File: src/rtl/core/vohw_pkg.sv
// ----------------------------------------------------------------------------
// vohw_pkg
// Shared types and constants for the video object layer header writer.
// ----------------------------------------------------------------------------
package vohw_pkg;

  // Field widths
  localparam int SIZE_W  = 13;
  localparam int RES_W   = 16;
  localparam int RATE_W  = 18;
  localparam int BITS_W  = 5;
  localparam int POS_W   = 5;
  localparam int BYTE_W  = 8;

  // Divider geometry: numerator 10000*res + rate, denominator 10*rate
  localparam int NUM_W     = 30;
  localparam int DEN_W     = 22;
  localparam int DIV_CNT_W = 5;

  // Header layout
  localparam int HDR_W      = 168;  // 21 bytes, padded
  localparam int PREFIX_W   = 107;  // start codes through the fixed rate flag after res
  localparam int TAIL_W     = 40;   // marker, width, marker, height, flags
  localparam int VAR_W      = RES_W + TAIL_W;
  localparam int PAD_W      = HDR_W - PREFIX_W - VAR_W;
  localparam int BYTE_BIAS  = 154;  // 147 fixed bits plus 7 for rounding up

  localparam logic [26:0] OBJ_CODE   = 27'h0000008;
  localparam logic [27:0] LAYER_CODE = 28'h0000012;

  localparam int QUEUE_DEPTH = 2;

  typedef struct packed {
    logic [SIZE_W-1:0] width;
    logic [SIZE_W-1:0] height;
    logic [RES_W-1:0]  res;
    logic [BITS_W-1:0] inc_bits;
    logic [RES_W-1:0]  inc;
  } job_t;

  typedef enum logic [1:0] {
    F_IDLE,
    F_MUL,
    F_DIV,
    F_PUSH
  } front_state_t;

  typedef enum logic {
    B_IDLE,
    B_SEND
  } back_state_t;

endpackage

File: src/rtl/core/vohw_req_if.sv
// ----------------------------------------------------------------------------
// vohw_req_if
// Request channel: picture geometry and timing for one header.
// ----------------------------------------------------------------------------
interface vohw_req_if;
  logic                             valid;
  logic                             ready;
  logic [vohw_pkg::SIZE_W-1:0]      picture_width;
  logic [vohw_pkg::SIZE_W-1:0]      picture_height;
  logic [vohw_pkg::RES_W-1:0]       time_resolution;
  logic [vohw_pkg::RATE_W-1:0]      rate_milli;

  modport source (
    output valid, picture_width, picture_height, time_resolution, rate_milli,
    input  ready
  );
  modport sink (
    input  valid, picture_width, picture_height, time_resolution, rate_milli,
    output ready
  );
endinterface

File: src/rtl/core/vohw_hdr_if.sv
// ----------------------------------------------------------------------------
// vohw_hdr_if
// Header byte channel: one header byte per word.
// ----------------------------------------------------------------------------
interface vohw_hdr_if;
  logic                          valid;
  logic                          ready;
  logic [vohw_pkg::BYTE_W-1:0]   header_byte;
  logic [vohw_pkg::POS_W-1:0]    byte_position;
  logic                          final_byte;

  modport source (
    output valid, header_byte, byte_position, final_byte,
    input  ready
  );
  modport sink (
    input  valid, header_byte, byte_position, final_byte,
    output ready
  );
endinterface

File: src/rtl/core/vohw_front.sv
// ----------------------------------------------------------------------------
// vohw_front
// Accepts a request, rounds the picture size, finds the increment width and
// runs a one-bit-per-cycle restoring divider for the time increment.
// ----------------------------------------------------------------------------
module vohw_front (
  input  logic                 clk,
  input  logic                 rst,
  vohw_req_if.sink             req,
  output logic                 push_valid,
  input  logic                 push_ready,
  output vohw_pkg::job_t       push_job
);

  vohw_pkg::front_state_t state, state_next;

  logic [vohw_pkg::SIZE_W-1:0]    width, height;
  logic [vohw_pkg::RES_W-1:0]     res;
  logic [vohw_pkg::RATE_W-1:0]    rate;
  logic [vohw_pkg::BITS_W-1:0]    inc_bits;
  logic                           rate_zero;
  logic [vohw_pkg::NUM_W-1:0]     quo;
  logic [vohw_pkg::DEN_W-1:0]     den;
  logic [vohw_pkg::DEN_W-1:0]     rem;
  logic [vohw_pkg::DIV_CNT_W-1:0] div_cnt;

  logic                           accept;
  logic [vohw_pkg::SIZE_W:0]      width_sum, height_sum;
  logic [vohw_pkg::RES_W-1:0]     res_m1;
  logic [vohw_pkg::BITS_W-1:0]    bits_calc;
  logic [vohw_pkg::DEN_W:0]       shifted;
  logic [vohw_pkg::DEN_W+1:0]     diff;
  logic                           ge;

  assign accept    = req.valid && req.ready;
  assign req.ready = (state == vohw_pkg::F_IDLE);

  // Round to the nearest multiple of 16, keep 13 bits
  assign width_sum  = {1'b0, req.picture_width} + (vohw_pkg::SIZE_W+1)'(8);
  assign height_sum = {1'b0, req.picture_height} + (vohw_pkg::SIZE_W+1)'(8);

  // Increment width: bit length of res-1, at least one
  assign res_m1 = req.time_resolution - vohw_pkg::RES_W'(1);
  always_comb begin
    bits_calc = vohw_pkg::BITS_W'(1);
    if (req.time_resolution > vohw_pkg::RES_W'(1)) begin
      for (int i = 0; i < vohw_pkg::RES_W; i++) begin
        if (res_m1[i]) bits_calc = vohw_pkg::BITS_W'(i + 1);
      end
    end
  end

  // Restoring divide step
  assign shifted = {rem, quo[vohw_pkg::NUM_W-1]};
  assign diff    = {1'b0, shifted} - {2'b00, den};
  assign ge      = !diff[vohw_pkg::DEN_W+1];

  always_ff @(posedge clk) begin
    if (rst) begin
      state <= vohw_pkg::F_IDLE;
    end else begin
      state <= state_next;
    end
  end

  always_comb begin
    state_next = state;
    case (state)
      vohw_pkg::F_IDLE: begin
        if (accept) state_next = vohw_pkg::F_MUL;
      end
      vohw_pkg::F_MUL: begin
        state_next = vohw_pkg::F_DIV;
      end
      vohw_pkg::F_DIV: begin
        if (div_cnt == vohw_pkg::DIV_CNT_W'(vohw_pkg::NUM_W - 1)) begin
          state_next = vohw_pkg::F_PUSH;
        end
      end
      vohw_pkg::F_PUSH: begin
        if (push_ready) state_next = vohw_pkg::F_IDLE;
      end
      default: state_next = vohw_pkg::F_IDLE;
    endcase
  end

  // Capture the request, then scale, then divide
  always_ff @(posedge clk) begin
    if (accept) begin
      width     <= {width_sum[vohw_pkg::SIZE_W-1:4], 4'b0000};
      height    <= {height_sum[vohw_pkg::SIZE_W-1:4], 4'b0000};
      res       <= req.time_resolution;
      rate      <= req.rate_milli;
      rate_zero <= (req.rate_milli == '0);
      inc_bits  <= bits_calc;
    end
    if (state == vohw_pkg::F_MUL) begin
      quo     <= vohw_pkg::NUM_W'(res) * vohw_pkg::NUM_W'(10000)
                 + vohw_pkg::NUM_W'(rate);
      den     <= vohw_pkg::DEN_W'(rate) * vohw_pkg::DEN_W'(10);
      rem     <= '0;
      div_cnt <= '0;
    end
    if (state == vohw_pkg::F_DIV) begin
      rem     <= ge ? diff[vohw_pkg::DEN_W-1:0] : shifted[vohw_pkg::DEN_W-1:0];
      quo     <= {quo[vohw_pkg::NUM_W-2:0], ge};
      div_cnt <= div_cnt + vohw_pkg::DIV_CNT_W'(1);
    end
  end

  // Hand the finished job to the queue
  assign push_valid        = (state == vohw_pkg::F_PUSH);
  assign push_job.width    = width;
  assign push_job.height   = height;
  assign push_job.res      = res;
  assign push_job.inc_bits = inc_bits;
  assign push_job.inc      = rate_zero ? '1 : quo[vohw_pkg::RES_W-1:0];

endmodule

File: src/rtl/core/vohw_queue.sv
// ----------------------------------------------------------------------------
// vohw_queue
// Small job FIFO between the front and back parts. DEPTH of 2 or more.
// ----------------------------------------------------------------------------
module vohw_queue #(
  parameter int DEPTH = vohw_pkg::QUEUE_DEPTH
) (
  input  logic             clk,
  input  logic             rst,
  input  logic             in_valid,
  output logic             in_ready,
  input  vohw_pkg::job_t   in_job,
  output logic             out_valid,
  input  logic             out_ready,
  output vohw_pkg::job_t   out_job
);

  localparam int PTR_W = $clog2(DEPTH);
  localparam int CNT_W = $clog2(DEPTH + 1);

  vohw_pkg::job_t   slots [DEPTH];
  logic [PTR_W-1:0] wr_ptr, rd_ptr;
  logic [CNT_W-1:0] count;
  logic             push, pop;

  assign in_ready  = (count != CNT_W'(DEPTH));
  assign out_valid = (count != '0);
  assign push      = in_valid && in_ready;
  assign pop       = out_valid && out_ready;
  assign out_job   = slots[rd_ptr];

  // Store incoming jobs
  always_ff @(posedge clk) begin
    if (push) slots[wr_ptr] <= in_job;
  end

  // Advance pointers and occupancy
  always_ff @(posedge clk) begin
    if (rst) begin
      wr_ptr <= '0;
      rd_ptr <= '0;
      count  <= '0;
    end else begin
      if (push) begin
        wr_ptr <= (wr_ptr == PTR_W'(DEPTH - 1)) ? '0 : wr_ptr + PTR_W'(1);
      end
      if (pop) begin
        rd_ptr <= (rd_ptr == PTR_W'(DEPTH - 1)) ? '0 : rd_ptr + PTR_W'(1);
      end
      if (push && !pop) begin
        count <= count + CNT_W'(1);
      end else if (pop && !push) begin
        count <= count - CNT_W'(1);
      end
    end
  end

endmodule

File: src/rtl/core/vohw_back.sv
// ----------------------------------------------------------------------------
// vohw_back
// Assembles the header bit string of one job and shifts it out a byte a word.
// ----------------------------------------------------------------------------
module vohw_back (
  input  logic             clk,
  input  logic             rst,
  input  logic             job_valid,
  output logic             job_ready,
  input  vohw_pkg::job_t   job,
  vohw_hdr_if.source       hdr
);

  vohw_pkg::back_state_t state, state_next;

  logic [vohw_pkg::HDR_W-1:0]    bitstr;
  logic [vohw_pkg::POS_W-1:0]    pos;
  logic [vohw_pkg::POS_W-1:0]    last_pos;

  logic [vohw_pkg::PREFIX_W-1:0] prefix;
  logic [vohw_pkg::TAIL_W-1:0]   tail;
  logic [vohw_pkg::VAR_W-1:0]    var_part;
  logic [vohw_pkg::BITS_W-1:0]   drop;
  logic [7:0]                    nbytes;
  logic                          load, send, last;

  // Fixed fields, start codes through the marker and fixed rate flag after res
  assign prefix = {vohw_pkg::OBJ_CODE, 5'd0, vohw_pkg::LAYER_CODE, 4'd0, 1'b0,
                   8'd1, 1'b1, 4'd2, 3'd1, 4'd1, 1'b0, 2'd0, 1'b1,
                   job.res, 1'b1, 1'b1};
  assign tail   = {1'b1, job.width, 1'b1, job.height, 1'b1, 1'b0, 1'b1, 2'd0,
                   1'b0, 1'b0, 1'b0, 1'b1, 1'b1, 1'b0, 1'b0};

  // Left-justify the variable-width increment, drop its unused high bits
  assign drop     = vohw_pkg::BITS_W'(vohw_pkg::RES_W) - job.inc_bits;
  assign var_part = {job.inc, tail} << drop;
  assign nbytes   = (8'(job.inc_bits) + 8'(vohw_pkg::BYTE_BIAS)) >> 3;

  assign job_ready = (state == vohw_pkg::B_IDLE);
  assign load      = job_valid && job_ready;
  assign send      = hdr.valid && hdr.ready;
  assign last      = (pos == last_pos);

  always_ff @(posedge clk) begin
    if (rst) begin
      state <= vohw_pkg::B_IDLE;
    end else begin
      state <= state_next;
    end
  end

  always_comb begin
    state_next = state;
    case (state)
      vohw_pkg::B_IDLE: begin
        if (load) state_next = vohw_pkg::B_SEND;
      end
      vohw_pkg::B_SEND: begin
        if (send && last) state_next = vohw_pkg::B_IDLE;
      end
      default: state_next = vohw_pkg::B_IDLE;
    endcase
  end

  // Load the whole header, then advance a byte per accepted word
  always_ff @(posedge clk) begin
    if (load) begin
      bitstr   <= {prefix, var_part, {vohw_pkg::PAD_W{1'b0}}};
      pos      <= '0;
      last_pos <= vohw_pkg::POS_W'(nbytes - 8'd1);
    end else if (send) begin
      bitstr <= {bitstr[vohw_pkg::HDR_W-vohw_pkg::BYTE_W-1:0],
                 {vohw_pkg::BYTE_W{1'b0}}};
      pos    <= pos + vohw_pkg::POS_W'(1);
    end
  end

  assign hdr.valid         = (state == vohw_pkg::B_SEND);
  assign hdr.header_byte   = bitstr[vohw_pkg::HDR_W-1 -: vohw_pkg::BYTE_W];
  assign hdr.byte_position = pos;
  assign hdr.final_byte    = last;

endmodule

File: src/rtl/core/video_object_layer_header_writer_top.sv
// ----------------------------------------------------------------------------
// video_object_layer_header_writer_top
// MPEG-4 video object and video object layer header writer.
//
//   channel  dir  payload                                         word
//   req      in   picture_width, picture_height, time_resolution,
//                 rate_milli                                      one request
//   hdr      out  header_byte, byte_position, final_byte          one byte
//
// A request passes through the front part in order: capture, a scaling step,
// the one-bit-per-cycle divider and a push into the job queue.
// The back part loads a job and sends 19 to 21 bytes, one per
// cycle while hdr.ready is high, so the divider sets the sustained header
// rate. Reset is synchronous and clears all control.
// A stall on hdr fills the queue, then holds req.ready low.
// ----------------------------------------------------------------------------
module video_object_layer_header_writer_top #(
  parameter int QUEUE_DEPTH = vohw_pkg::QUEUE_DEPTH
) (
  input  logic        clk,
  input  logic        rst,
  vohw_req_if.sink    req,
  vohw_hdr_if.source  hdr
);

  logic           push_valid, push_ready;
  vohw_pkg::job_t push_job;
  logic           job_valid, job_ready;
  vohw_pkg::job_t job;

  vohw_front u_front (
    .clk        (clk),
    .rst        (rst),
    .req        (req),
    .push_valid (push_valid),
    .push_ready (push_ready),
    .push_job   (push_job)
  );

  vohw_queue #(
    .DEPTH (QUEUE_DEPTH)
  ) u_queue (
    .clk       (clk),
    .rst       (rst),
    .in_valid  (push_valid),
    .in_ready  (push_ready),
    .in_job    (push_job),
    .out_valid (job_valid),
    .out_ready (job_ready),
    .out_job   (job)
  );

  vohw_back u_back (
    .clk       (clk),
    .rst       (rst),
    .job_valid (job_valid),
    .job_ready (job_ready),
    .job       (job),
    .hdr       (hdr)
  );

endmodule

File: src/flat_wrapper.sv
// flat-port wrapper written by rule: the top's interface ports become plain ports
module video_object_layer_header_writer_top_flat 
#(
  parameter int QUEUE_DEPTH = vohw_pkg::QUEUE_DEPTH
)
  (clk, rst, req_valid, req_picture_width, req_picture_height, req_time_resolution, req_rate_milli, req_ready, hdr_valid, hdr_header_byte, hdr_byte_position, hdr_final_byte, hdr_ready);
  vohw_req_if req_i ();
  vohw_hdr_if hdr_i ();
  input  logic clk;
  input  logic rst;
  input wire logic [$bits(req_i.valid)-1:0] req_valid;
  input wire logic [$bits(req_i.picture_width)-1:0] req_picture_width;
  input wire logic [$bits(req_i.picture_height)-1:0] req_picture_height;
  input wire logic [$bits(req_i.time_resolution)-1:0] req_time_resolution;
  input wire logic [$bits(req_i.rate_milli)-1:0] req_rate_milli;
  output wire logic [$bits(req_i.ready)-1:0] req_ready;
  output wire logic [$bits(hdr_i.valid)-1:0] hdr_valid;
  output wire logic [$bits(hdr_i.header_byte)-1:0] hdr_header_byte;
  output wire logic [$bits(hdr_i.byte_position)-1:0] hdr_byte_position;
  output wire logic [$bits(hdr_i.final_byte)-1:0] hdr_final_byte;
  input wire logic [$bits(hdr_i.ready)-1:0] hdr_ready;
  assign req_i.valid = req_valid;
  assign req_i.picture_width = req_picture_width;
  assign req_i.picture_height = req_picture_height;
  assign req_i.time_resolution = req_time_resolution;
  assign req_i.rate_milli = req_rate_milli;
  assign req_ready = req_i.ready;
  assign hdr_valid = hdr_i.valid;
  assign hdr_header_byte = hdr_i.header_byte;
  assign hdr_byte_position = hdr_i.byte_position;
  assign hdr_final_byte = hdr_i.final_byte;
  assign hdr_i.ready = hdr_ready;
  video_object_layer_header_writer_top #(.QUEUE_DEPTH(QUEUE_DEPTH)) u_core (.clk(clk), .rst(rst), .req(req_i), .hdr(hdr_i));
endmodule
File: config.mk
export PLATFORM = sky130hd
export DESIGN_NAME = video_object_layer_header_writer_top_flat
export DESIGN_NICKNAME = d
export VERILOG_FILES = /design/src/rtl/core/vohw_pkg.sv /design/src/rtl/core/vohw_req_if.sv /design/src/rtl/core/vohw_hdr_if.sv /design/src/rtl/core/vohw_front.sv /design/src/rtl/core/vohw_queue.sv /design/src/rtl/core/vohw_back.sv /design/src/rtl/core/video_object_layer_header_writer_top.sv /design/src/flat_wrapper.sv
export SDC_FILE = /design/constraint.sdc
export NUM_CORES = 1
export LEC_CHECK = 0
export BUFFER_PORTS_ARGS = -buffer_cell sky130_fd_sc_hd__buf_2
export CAP_MARGIN = 20
export CORE_AREA = 2 2 203 205
export CTS_CLUSTER_DIAMETER = 60
export DETAILED_ROUTE_END_ITERATION = 16
export DIE_AREA = 0 0 205 207
export PLACE_DENSITY = 0.89
export SLEW_MARGIN = 0
export SYNTH_ARGS = -nofsm -noshare
export SYNTH_HDL_FRONTEND = slang
export SYNTH_HIERARCHICAL = 1
export SYNTH_SLANG_ARGS = --single-unit
File: constraint.sdc
create_clock -name clk -period 7.7 [get_ports clk]
set_input_delay 0.77 -clock clk [delete_from_list [all_inputs] [get_ports clk]]
set_output_delay 0.77 -clock clk [all_outputs]
set_load 0.03 [all_outputs]
# ---- After elaboration in Yosys (flattened, before gate mapping)
# Memory sizes are Yosys's and may differ from the RTL's. A register that Yosys moved wholly into a read port is not among the register bits.
# Cells that the tools add are included.
dict set report word_totals {
  wordCells 108
  ramBits 110
  latchBits 0
  register_bits 316
  memories 1
  in_bits 64
  romBits 0
  out_inout_bits 16
}
dict set report op_classes {
  n_mul 2
  addsub 14
  n_reduce_logical 18
  n_eq_ne 9
  shifts 1
  n_bitwise 2
  div_mod_pow 0
  muxes 40
  n_lt_le_gt_ge 1
}
# name words word_bits rd rd_clocked_by_memory_dff write_ports line
set memory_table {}
lappend memory_table {u_core.u_queue.slots 2 55 1 1 1 vohw_queue.sv:21} ;# vohw_pkg::job_t slots [DEPTH];
# operator count
set op_table {}
lappend op_table {{$mux 79} 2}
lappend op_table {{$mux 5} 16}
lappend op_table {{$mux 22} 3}
lappend op_table {{$mux 30} 2}
lappend op_table {{$shl 56x5->56} 1}
lappend op_table {{$add 30x18->30} 1}
lappend op_table {{$add 13x4->13 const B} 2}
lappend op_table {{$mul 16x10->26 const B} 1}
lappend op_table {{$sub 23x22->24} 1}
lappend op_table {{$mul 18x3->21 const B} 1}
lappend op_table {{$logic_not 18->1} 1}
lappend op_table {{$gt 16x1->1 const B} 1}
lappend op_table {{$mux 16} 1}
lappend op_table {{$sub 16x1->16 const B} 1}
lappend op_table {{$mux 2} 6}
lappend op_table {{$add 5x1->5 const B} 2}
lappend op_table {{$add 5x8->8 const B} 1}
lappend op_table {{$mux 1} 8}
lappend op_table {{$pmux 2 s4} 1}
lappend op_table {{$reduce_bool 2->1} 4}
lappend op_table {{$logic_and 1x1->1} 7}
lappend op_table {{$eq 5x5->1} 1}
lappend op_table {{$eq 5x5->1 const B} 1}
lappend op_table {{$sub 5x1->5 const B} 1}
lappend op_table {{other kinds (14)} 21}

# ---- Longest topological paths before layout
# Gate-level depths: netlist of run 1.
dict set report logic_depth {
  word_depth 16
  depth_mapped 25
  depth_no_buf 25
}

# ---- Hierarchy
# Netlist of run 1, hierarchy kept.
# mod area_each_um2 seq_area_each_um2 cells_per_inst n_inst
set modules_own_cells {}
lappend modules_own_cells {vohw_front 11596.1 4124.0 1155 1}
lappend modules_own_cells {vohw_back 8678.3 4194.0 759 1}
lappend modules_own_cells {vohw_queue 4765.8 3883.7 220 1}

# ---- Worst setup path after synthesis of run 1
# Ideal clock, no wire load.
dict set report synth_path {
  path_kind {register to register}
  startpoint {register u_core/u_front/res[4] in the netlist's numbering}
  endpoint {register u_core/u_front/quo[25] in the netlist's numbering (data pin)}
  period_less_slack_ps 5592
  setup_time_ps 260
  path_stages_with_launch 25
  arrival_ps 5332
  n_path_buf 0
  path_slack_ps 2108
  cell_sequence {edfxtp_1 > inv_1 > fa_1 > inv_1 > ha_1 > inv_1 > fa_1 > inv_1 > ha_1 > inv_1 > fa_1 > inv_1 > ha_1 > o211ai_1 > a21oi_1 > a211oi_1 > xnor2_1 > ha_1 > inv_1 > o21ai_0 > o21ai_0 > nor3b_1 > nand4_2 > xor2_1 > mux2_4}
}
dict set report synth_via {
  elab_chain_cells 4
}
# item line
set synth_rtl {}
lappend synth_rtl {{start: declaration} vohw_front.sv:18} ;# logic [vohw_pkg::RES_W-1:0] res;
lappend synth_rtl {{start signal: assignment} vohw_front.sv:92} ;# res <= req.time_resolution;
lappend synth_rtl {{$mul 16x10->26} vohw_front.sv:98} ;# quo <= vohw_pkg::NUM_W'(res) * vohw_pkg::NUM_W'(10000)
lappend synth_rtl {{$add 30x18->30} vohw_front.sv:99} ;# + vohw_pkg::NUM_W'(rate);
lappend synth_rtl {{$mux 30} vohw_front.sv:97} ;# if (state == vohw_pkg::F_MUL) begin
lappend synth_rtl {{$mux 30} vohw_front.sv:104} ;# if (state == vohw_pkg::F_DIV) begin
lappend synth_rtl {{end signal: assignment} vohw_front.sv:98}
lappend synth_rtl {{end signal: assignment} vohw_front.sv:106} ;# quo <= {quo[vohw_pkg::NUM_W-2:0], ge};
lappend synth_rtl {{end: declaration} vohw_front.sv:22} ;# logic [vohw_pkg::NUM_W-1:0] quo;
# No other way between the ends. The select of a mux whose other input is x is not followed.
# A chain may end at the register's enable or synchronous reset.

# ---- Final worst setup path of run 1
dict set report layout_path {
  startpoint {register u_core/u_front/res[3] in the netlist's numbering}
  endpoint {register u_core/u_front/quo[25] in the netlist's numbering (data pin)}
}
# Same word-level chain as after synthesis.

==> results by stage, run 1 <==
Critical path:
- The worst register-to-register path has a depth of 24.
- The biggest cell delay along the critical path is 0.77 ns.
- The slowest stage of the critical path is the nor3b_1 cell.
- The worst setup path is of the flip-flop to flip-flop kind.
- Counting stages on the worst path, the most repeated cell is inv_1.
- The reg-to-reg critical path startpoint is u_core/u_front/res[3].
- STA classifies the critical path startpoint as a flip-flop.
- In this run the worst path has a maximum fanout of 6.
- The worst register-to-register path ends at u_core/u_front/quo[25].
- Traced cell by cell, the critical path runs through inv_1 -> fa_1 -> inv_1 -> ha_1 -> inv_1 -> fa_1 -> inv_1 -> ha_1 -> inv_1 -> fa_1 -> inv_1 -> ha_1 -> o211ai_1 -> a21oi_1 -> a211oi_1 -> xnor2_1 -> ha_1 -> inv_1 -> o21ai_0 -> o21ai_0 -> nor3b_1 -> nand4_2 -> xor2_1 -> mux2_4.
- The minimum setup slack among reg-to-reg paths is 1.25 ns.
- The critical path endpoint category is a flip-flop.
- At the worst endpoint, the required time is 8.02 ns.
- The arrival time of the worst setup path is 6.76 ns.
- Grouping stages by cell kind, the critical path spends the most delay in adder cells.
- The critical path buffer and inverter count is 7.

Clocking:
- Clock tree synthesis selected as its root buffer the cell clkbuf_16.
- The clock drives 441 sinks.
- Post-CTS repair changed the size of 0 cells.
- TritonCTS built the clock tree.
- The number of H-tree branching levels is 2.
- Hold repair after CTS inserted 0 buffers.
- The buffer levels on the longest clock path is 3.
- After clock tree synthesis, the clock-pin slew on the worst setup and hold paths is 0.06 ns.
- The number of setup buffers added after CTS is 0.
- The clock latency on the worst-skew pair is 0.58 ns.
- The number of buffers created by CTS is 44.

Layout:
- Leaving out fill and tap cells, the most frequent cells in the layout are 337 x edfxtp_1, 165 x inv_1, 151 x ha_1.
- In the final layout, flip-flops and latches occupy 12,200 sq um.
- The final layout contains 2,431 nets.
- The repair_antennas step left the layout with diodes totalling 0.
- The library cell used most frequently in the layout, excluding fill and tap cells, is edfxtp_1.
- The number of fill cells in the layout is 2,763.
- The share of layout cells above drive strength 1 is 16.3%.
- The multi-input combinational cell area is 11,700 sq um.
- The layout-stage area growth over the synthesis result is 8.65%.

Timing:
- Clock skew on the completed layout was measured at 0.0175 ns.
- The worst path in the final design needs a cycle of 6.45 ns, including I/O delays and setup.
- The number of failing hold endpoints at the final stage is 0.
- Static timing analysis puts the maximum clock frequency at 0.155 GHz.
- The final-layout setup total negative slack is 0 ns.
- Setup repair after global routing left no endpoint under its margin.
- Setup violations remaining at the end of the flow were counted as 0.
- The worst max-slew margin expressed relative to the limit is 29.7%.
- At the pin with the least slew margin, the transition time is 1.05 ns.
- The max-slew violation count came to 0.
- The final clock period utilization by the worst path is 83.7%.

Yosys:
- The summed instance area of the synthesized netlist is 25,000 sq um.
- The number of flops mapped to enable cells by yosys is 337.
- The gate count after technology mapping is 2,134.
- The post-synthesis average cell area is 11.7 sq um.
- For this run, the leading register cell type out of synthesis is edfxtp_1.
- The count of distinct cell types in the synthesized netlist is 89.
- The async set-reset flop share out of synthesis is 0%.
- Summing the sequential cell areas from Yosys gives 48.7% of the chip area.
- The number of warnings reported in the yosys synthesis log is 6.
- Counting flops and latches in the post-synthesis netlist gives 441.

Global route:
- The initial antenna violation count was 0.
- The global routing met1 resource utilization is 34.6%.
- Global routing used 41.7% of the available met2 tracks.
- Global routing consumed, on the met3 layer, 3.79% of the routing resources.
- The global routing usage summed across all routing layers is 25.5%.
- The number of global-route vias before repair is 17,000.
- The global-route wire length before repair is 87.3 mm.
- In this run the most used layer during global routing was met2.
- The pin count of the biggest net entering global routing is 89.
- Summed over all layers, the global routing overflow is 0.

Route:
- The count of unresolved DRC violations after routing is 0.
- The first detailed-routing pass took 6 iterations.
- For this block, the routed nets add up to 54.5 mm of wire.
- In this run the remaining antenna-violating nets after routing total 0.
- The DRC violation total after the first TritonRoute iteration is 1,747.
- The post-detailed-route wirelength per cell is 19.9 um.
- The routed via count is 17,300.
- After detailed routing, the number of vias per cell comes to 6.32.

Floorplanning:
- The full die area is 42,400 sq um.
- The core region is 40,400 sq um.
- Row generation in the floorplan step produced 74 rows.
- The initial utilization of the core area, before any placement, comes to 62.0%.
- The floorplan die height is 207 um.
- The horizontal die dimension is 205 um.
- The I/O pin count is 80.

Status:
- The run finished with clean final reports.

Placed design:
- The HPWL after detailed placement is 36.8 mm.
- The count of input and output buffers is 73.
- Routability-driven placement finished with a final weighted congestion of 0.915.

Min path:
- Along the worst hold path, the cell count comes to 1.
- The worst hold path belongs to the class input pin to flip-flop.
- The path with the worst hold slack has its endpoint at u_core/u_front/rate[14].
- The startpoint of the lowest-slack hold path is req_rate_milli[14].

Job:
- Max-cap violations in this run came to 0.
## how the worst max path moves through the flow
stage / from / depth (start not counted) / slack, ns / end
3_3_place_gp: u_core/u_front/res[5] / 23 / 1.48 / u_core/u_front/quo[25]
3_5_place_dp: u_core/u_front/res[5] / 24 / 1.29 / u_core/u_front/quo[25]
6_report: u_core/u_front/res[3] / 24 / 1.25 / u_core/u_front/quo[25]
2_1_floorplan: u_core/u_front/res[4] / 24 / 2.11 / u_core/u_front/quo[25]
5_1_grt: u_core/u_front/res[5] / 24 / 0.83 / u_core/u_front/quo[25]
4_1_cts: u_core/u_front/res[5] / 24 / 1.26 / u_core/u_front/quo[25]
## kinds of logic (layout without fill, tap and decap cells)
family / count (synthesis) / count (layout) / synth area share [%]
DFF: 441 / 441 / 48.7
adders and majority gates: 193 / 193 / 10.8
AOI/OAI and AO/OA: 431 / 431 / 12.7
muxes: 221 / 221 / 10.1
other: 2 / 9 / 0.0300
and+or+nand+nor: 467 / 467 / 9.16
xor gates and xnor gates: 104 / 104 / 3.74
buffers and inverters: 275 / 341 / 4.69
## routing by layer
metal | wire, um | share of wire [%]
met1 | 22300 | 41
met3 | 3860 | 7.1
met4 | 1830 | 3.4
met2 | 26500 | 49
met5 | 0 | 0
## synthesized netlist by cell type, drive strengths merged, types with 13 or more instances
library cell | number | share of area [%]
fa | 38 | 3.0
dfxtp | 104 | 8.3
a22oi | 21 | 0.63
nand4 | 13 | 0.35
nor2b | 14 | 0.35
and3 | 13 | 0.32
clkbuf | 53 | 0.79
nand3 | 59 | 1.2
nor2 | 106 | 1.6
inv | 167 | 2.5
edfxtp | 337 | 40
xor2 | 38 | 1.4
mux4 | 13 | 1.2
nand2 | 135 | 2.0
o211ai | 37 | 1.1
a21oi | 72 | 1.4
o21ai | 63 | 1.3
a21o | 17 | 0.51
xnor2 | 66 | 2.3
nor3 | 33 | 0.75
mux2 | 126 | 5.7
buf | 52 | 1.3
nand2b | 15 | 0.37
mux2i | 82 | 3.3
a22o | 100 | 3.5
or2 | 25 | 0.62
ha | 155 | 7.7
## layout make-up
cell class | instances | share of cell area, %
flip-flops and latches | 441 | 44.9
clock buffers | 50 | 4.24
multi-input cells | 1425 | 43.0
clock inverters | 29 | 1.12
inverters | 170 | 2.35
repair buffers | 92 | 1.94
well taps | 532 | 2.45
## registers in the layout, summed over array words and instances, names as in the netlist, 2 cells and up, named ones only
register / count
u_core/u_front/den: 21
u_core/u_front/height: 9
u_core/u_back/bitstr: 161
u_core/u_front/rem: 22
u_core/u_front/state: 2
u_core/u_front/inc_bits: 5
u_core/u_front/div_cnt: 5
u_core/u_queue/slots: 126
u_core/u_queue/count: 2
u_core/u_front/res: 16
u_core/u_front/rate: 18
u_core/u_back/hdr.byte_position: 5
u_core/u_back/last_pos: 5
u_core/u_front/quo: 30
u_core/u_front/width: 9
## per-stage QoR
stage	setup slack, ns	utilization [%]	instance area, sq um	hold slack, ns	cells
after floorplan	2.11	-	25100	0.421	2141
after global placement	1.48	63.7	25700	0.425	2659
after detailed placement	1.29	63.7	25700	0.431	2659
after CTS	1.26	67.3	27200	0.380	2738
after global routing	0.831	67.4	27200	0.383	2739
final	1.25	67.4	27200	0.399	2739
Power of run 1 is left out: the tool's default activity adds up to more than one toggle a clock period on the data nets, which glitch-free logic cannot reach.
==> run 2, diff against run 1 <==
Settings changed: CORE_AREA 2 2 203 205 to 2 2 213 215, DIE_AREA 0 0 205 207 to 0 0 215 217, PLACE_DENSITY 0.89 to 0.85.
Clock period 7.7 ns to 5.5 ns, I/O delays scaled along.
==> run 2 against run 1 <==
The flow now finishes with violations (negative setup slack). Non-clock buffer count increased by 51. Register-to-register slack got worse by 1.3 ns. Clock-buffer cell count rose by 6. Fmax grew 17%. Cell area up 2.8%. Cell count up 4.6%. Setup slack worse by 1.3 ns. Clock skew grew 0.0096 ns. Highest routed layer unchanged.
==> results by stage, run 2 (synthesis gave the netlist of run 1 again) <==
Global route:
- The number of global-route vias before repair came to 17,100.
- Global routing consumed, over all layers together, 23.0% of the routing resources.
- The global-route wire length before repair is 87.2 mm.
- Global routing finished with a remaining overflow of 0.
- The initial antenna violation count is 0.
- The pin count of the biggest net entering global routing is 82.

Clocking:
- For this design, the CTS-stage hold fixing added 0 buffers.
- The clock tree from TritonCTS is yes.
- For the worst-skew pair, the clock arrives at the later sink with an insertion delay of 0.58 ns.
- In this run the clock root is driven by a clkbuf_16.
- The number of H-tree branching levels is 2.
- The CTS sink count is 441.
- After clock tree synthesis, the clock-pin slew on the worst setup and hold paths is 0.06 ns.
- The number of buffers created by CTS is 46.
- The buffer levels on the longest clock path is 3.

Route:
- The remaining antenna violation count after routing is 0.
- For this block, the initial DRC count from the detailed router was 1,541.
- Before antenna repair, the detailed router went through 7 iterations.
- In the routed layout, each cell is associated on average with a via count of 6.06.
- After detailed routing, the number of remaining DRC violations is 0.
- The post-detailed-route wirelength per cell is 19.4 um.
- The routed via count is 17,400.
- The overall routed net length is 55.6 mm.

Critical path:
- The biggest cell delay along the critical path is 0.55 ns.
- The worst setup path is of the flip-flop to flip-flop kind.
- Counting cells, the worst reg-to-reg path comes to 26.
- Counting buffers and inverters, the worst setup path is 26 cells deep.
- The slowest stage cell on the critical path is fa_1.
- The kind of cell with the highest combined delay along the critical path is adder cells.
- The critical path endpoint category is a flip-flop.
- The type of origin of the critical path is a flip-flop.
- The most common cell type on the critical path is inv_2.
- At the worst endpoint, the required time is 5.80 ns.
- Data arrives at the worst endpoint at 5.82 ns.
- In this run the worst path has a maximum fanout of 6.
- The critical path buffer and inverter count is 9.

Layout:
- The count of inserted antenna diode cells is 0.
- The final cell count without fillers is 2,864.
- The share of layout cells above drive strength 1 is 20.1%.
- The flip-flop count of the largest register after layout is 161.
- The final layout contains 2,484 nets.
- Counting flops per register, the top entry is u_core/u_back/bitstr.
- The library cells used most frequently in the layout, excluding fill and tap cells, are 337 x edfxtp_1, 155 x inv_1, 142 x ha_1.
- The most common cell after layout, fill and taps aside is edfxtp_1.
- The largest registers in the layout are u_core/u_back/bitstr: 161 flops, u_core/u_queue/slots: 126 flops, u_core/u_front/quo: 30 flops.
- The layout-stage area growth over the synthesis result is 11.7%.

Timing:
- Across the routed clock network, the largest skew measured is 0.0271 ns.
- The final critical delay including setup and external delays is 5.52 ns.
- The number of failing hold endpoints at the final stage was 0.
- The count of endpoints failing setup in the final report is 1.
- The max-slew violation count was 0.
- The tightest hold path in the finished design has a slack of 0.166 ns.
- Across all setup checks in the final design, the least slack found is -0.0182 ns.
- The final clock period utilization by the worst path is 100%.
- The worst max-slew margin expressed relative to the limit is 27.8%.
- Setup repair after global routing could not meet its margin everywhere.
- For the pin with the worst max-slew slack, the measured transition is 1.08 ns.
- Static timing analysis puts the maximum clock frequency at 0.181 GHz.

Status:
- The flow ran to the end, but the final reports show violations.
- The checks that failed: negative setup slack.

Placed design:
- The worst-case setup slack after placement is -0.108 ns.
- The placed cell count is 2,769.
- The HPWL after detailed placement is 37.5 mm.
- The count of input and output buffers is 73.
- The congestion estimate from routability-driven global placement came to 0.902.

Floorplanning:
- The floorplan step set the die height to 217 um.
- The standard-cell row count is 78.
- The area of the core region is 44,700 sq um.
- The horizontal die dimension is 215 um.
- The full die area is 46,700 sq um.
- 80 I/O pins were placed.
- The effective utilization at floorplan is 56.0%.

Min path:
- The worst hold path class is input pin to flip-flop.
- The hold path depth is 1.

Job:
- The number of maximum-capacitance constraint violations is 0.
run 2: cell types whose count changed in the layout (fill, tap and decap cells not counted), sizes merged:
cell	previous run	this run
clkinv	19	17
inv	172	176
clkbuf	50	56
buf	92	143
clkinvlp	4	2
run 2: path summary, 6_finish.rpt:
check / slack, ns / from / end
max reg2reg: -0.02 / u_core/u_front/res[4] / u_core/u_front/quo[28]
min reg2reg: 0.44 / u_core/u_front/width[5] / u_core/u_queue/slots[1][55]
min: 0.17 / req_rate_milli[13] / u_core/u_front/rate[13]
max: -0.02 / u_core/u_front/res[4] / u_core/u_front/quo[28]
run 2: layout make-up:
class / instances / area (sq um)
multi-input combinational: 1425 / 11900
fill: 3293 / 16700
timing repair buffer: 143 / 906
clock inverter: 29 / 305
tap: 600 / 751
clock buffer: 56 / 1240
sequential: 441 / 12200
inverter: 170 / 638
run 2: what timing repair did:
item | 4_1_cts | 5_1_grt
setup endpoints to repair | 11 | 12
resized for setup | 10 | 44
buffers inserted | 2 | 9
pin swaps | 11 | 29
run 2: metal layers:
metal	global-route usage, %	vias to the layer above	share of wire, %
li1	-	8082	-
met5	0	-	0
met4	7.82	0	2.9
met1	29.9	8414	40
met2	39.1	744	49
met3	4.01	115	7.7
run 2: stage by stage:
step / TNS (ns) / area, sq um / util (%)
final: -0.0182 / 28000 / 62.6
after global routing: -1.51 / 28000 / 62.6
after CTS: 0 / 27700 / 62.0
after detailed placement: -0.453 / 26100 / 58.4
after global placement: 0 / 26100 / 58.4
after floorplan: 0 / 25100 / -
Power of run 2 is left out for the same reason.
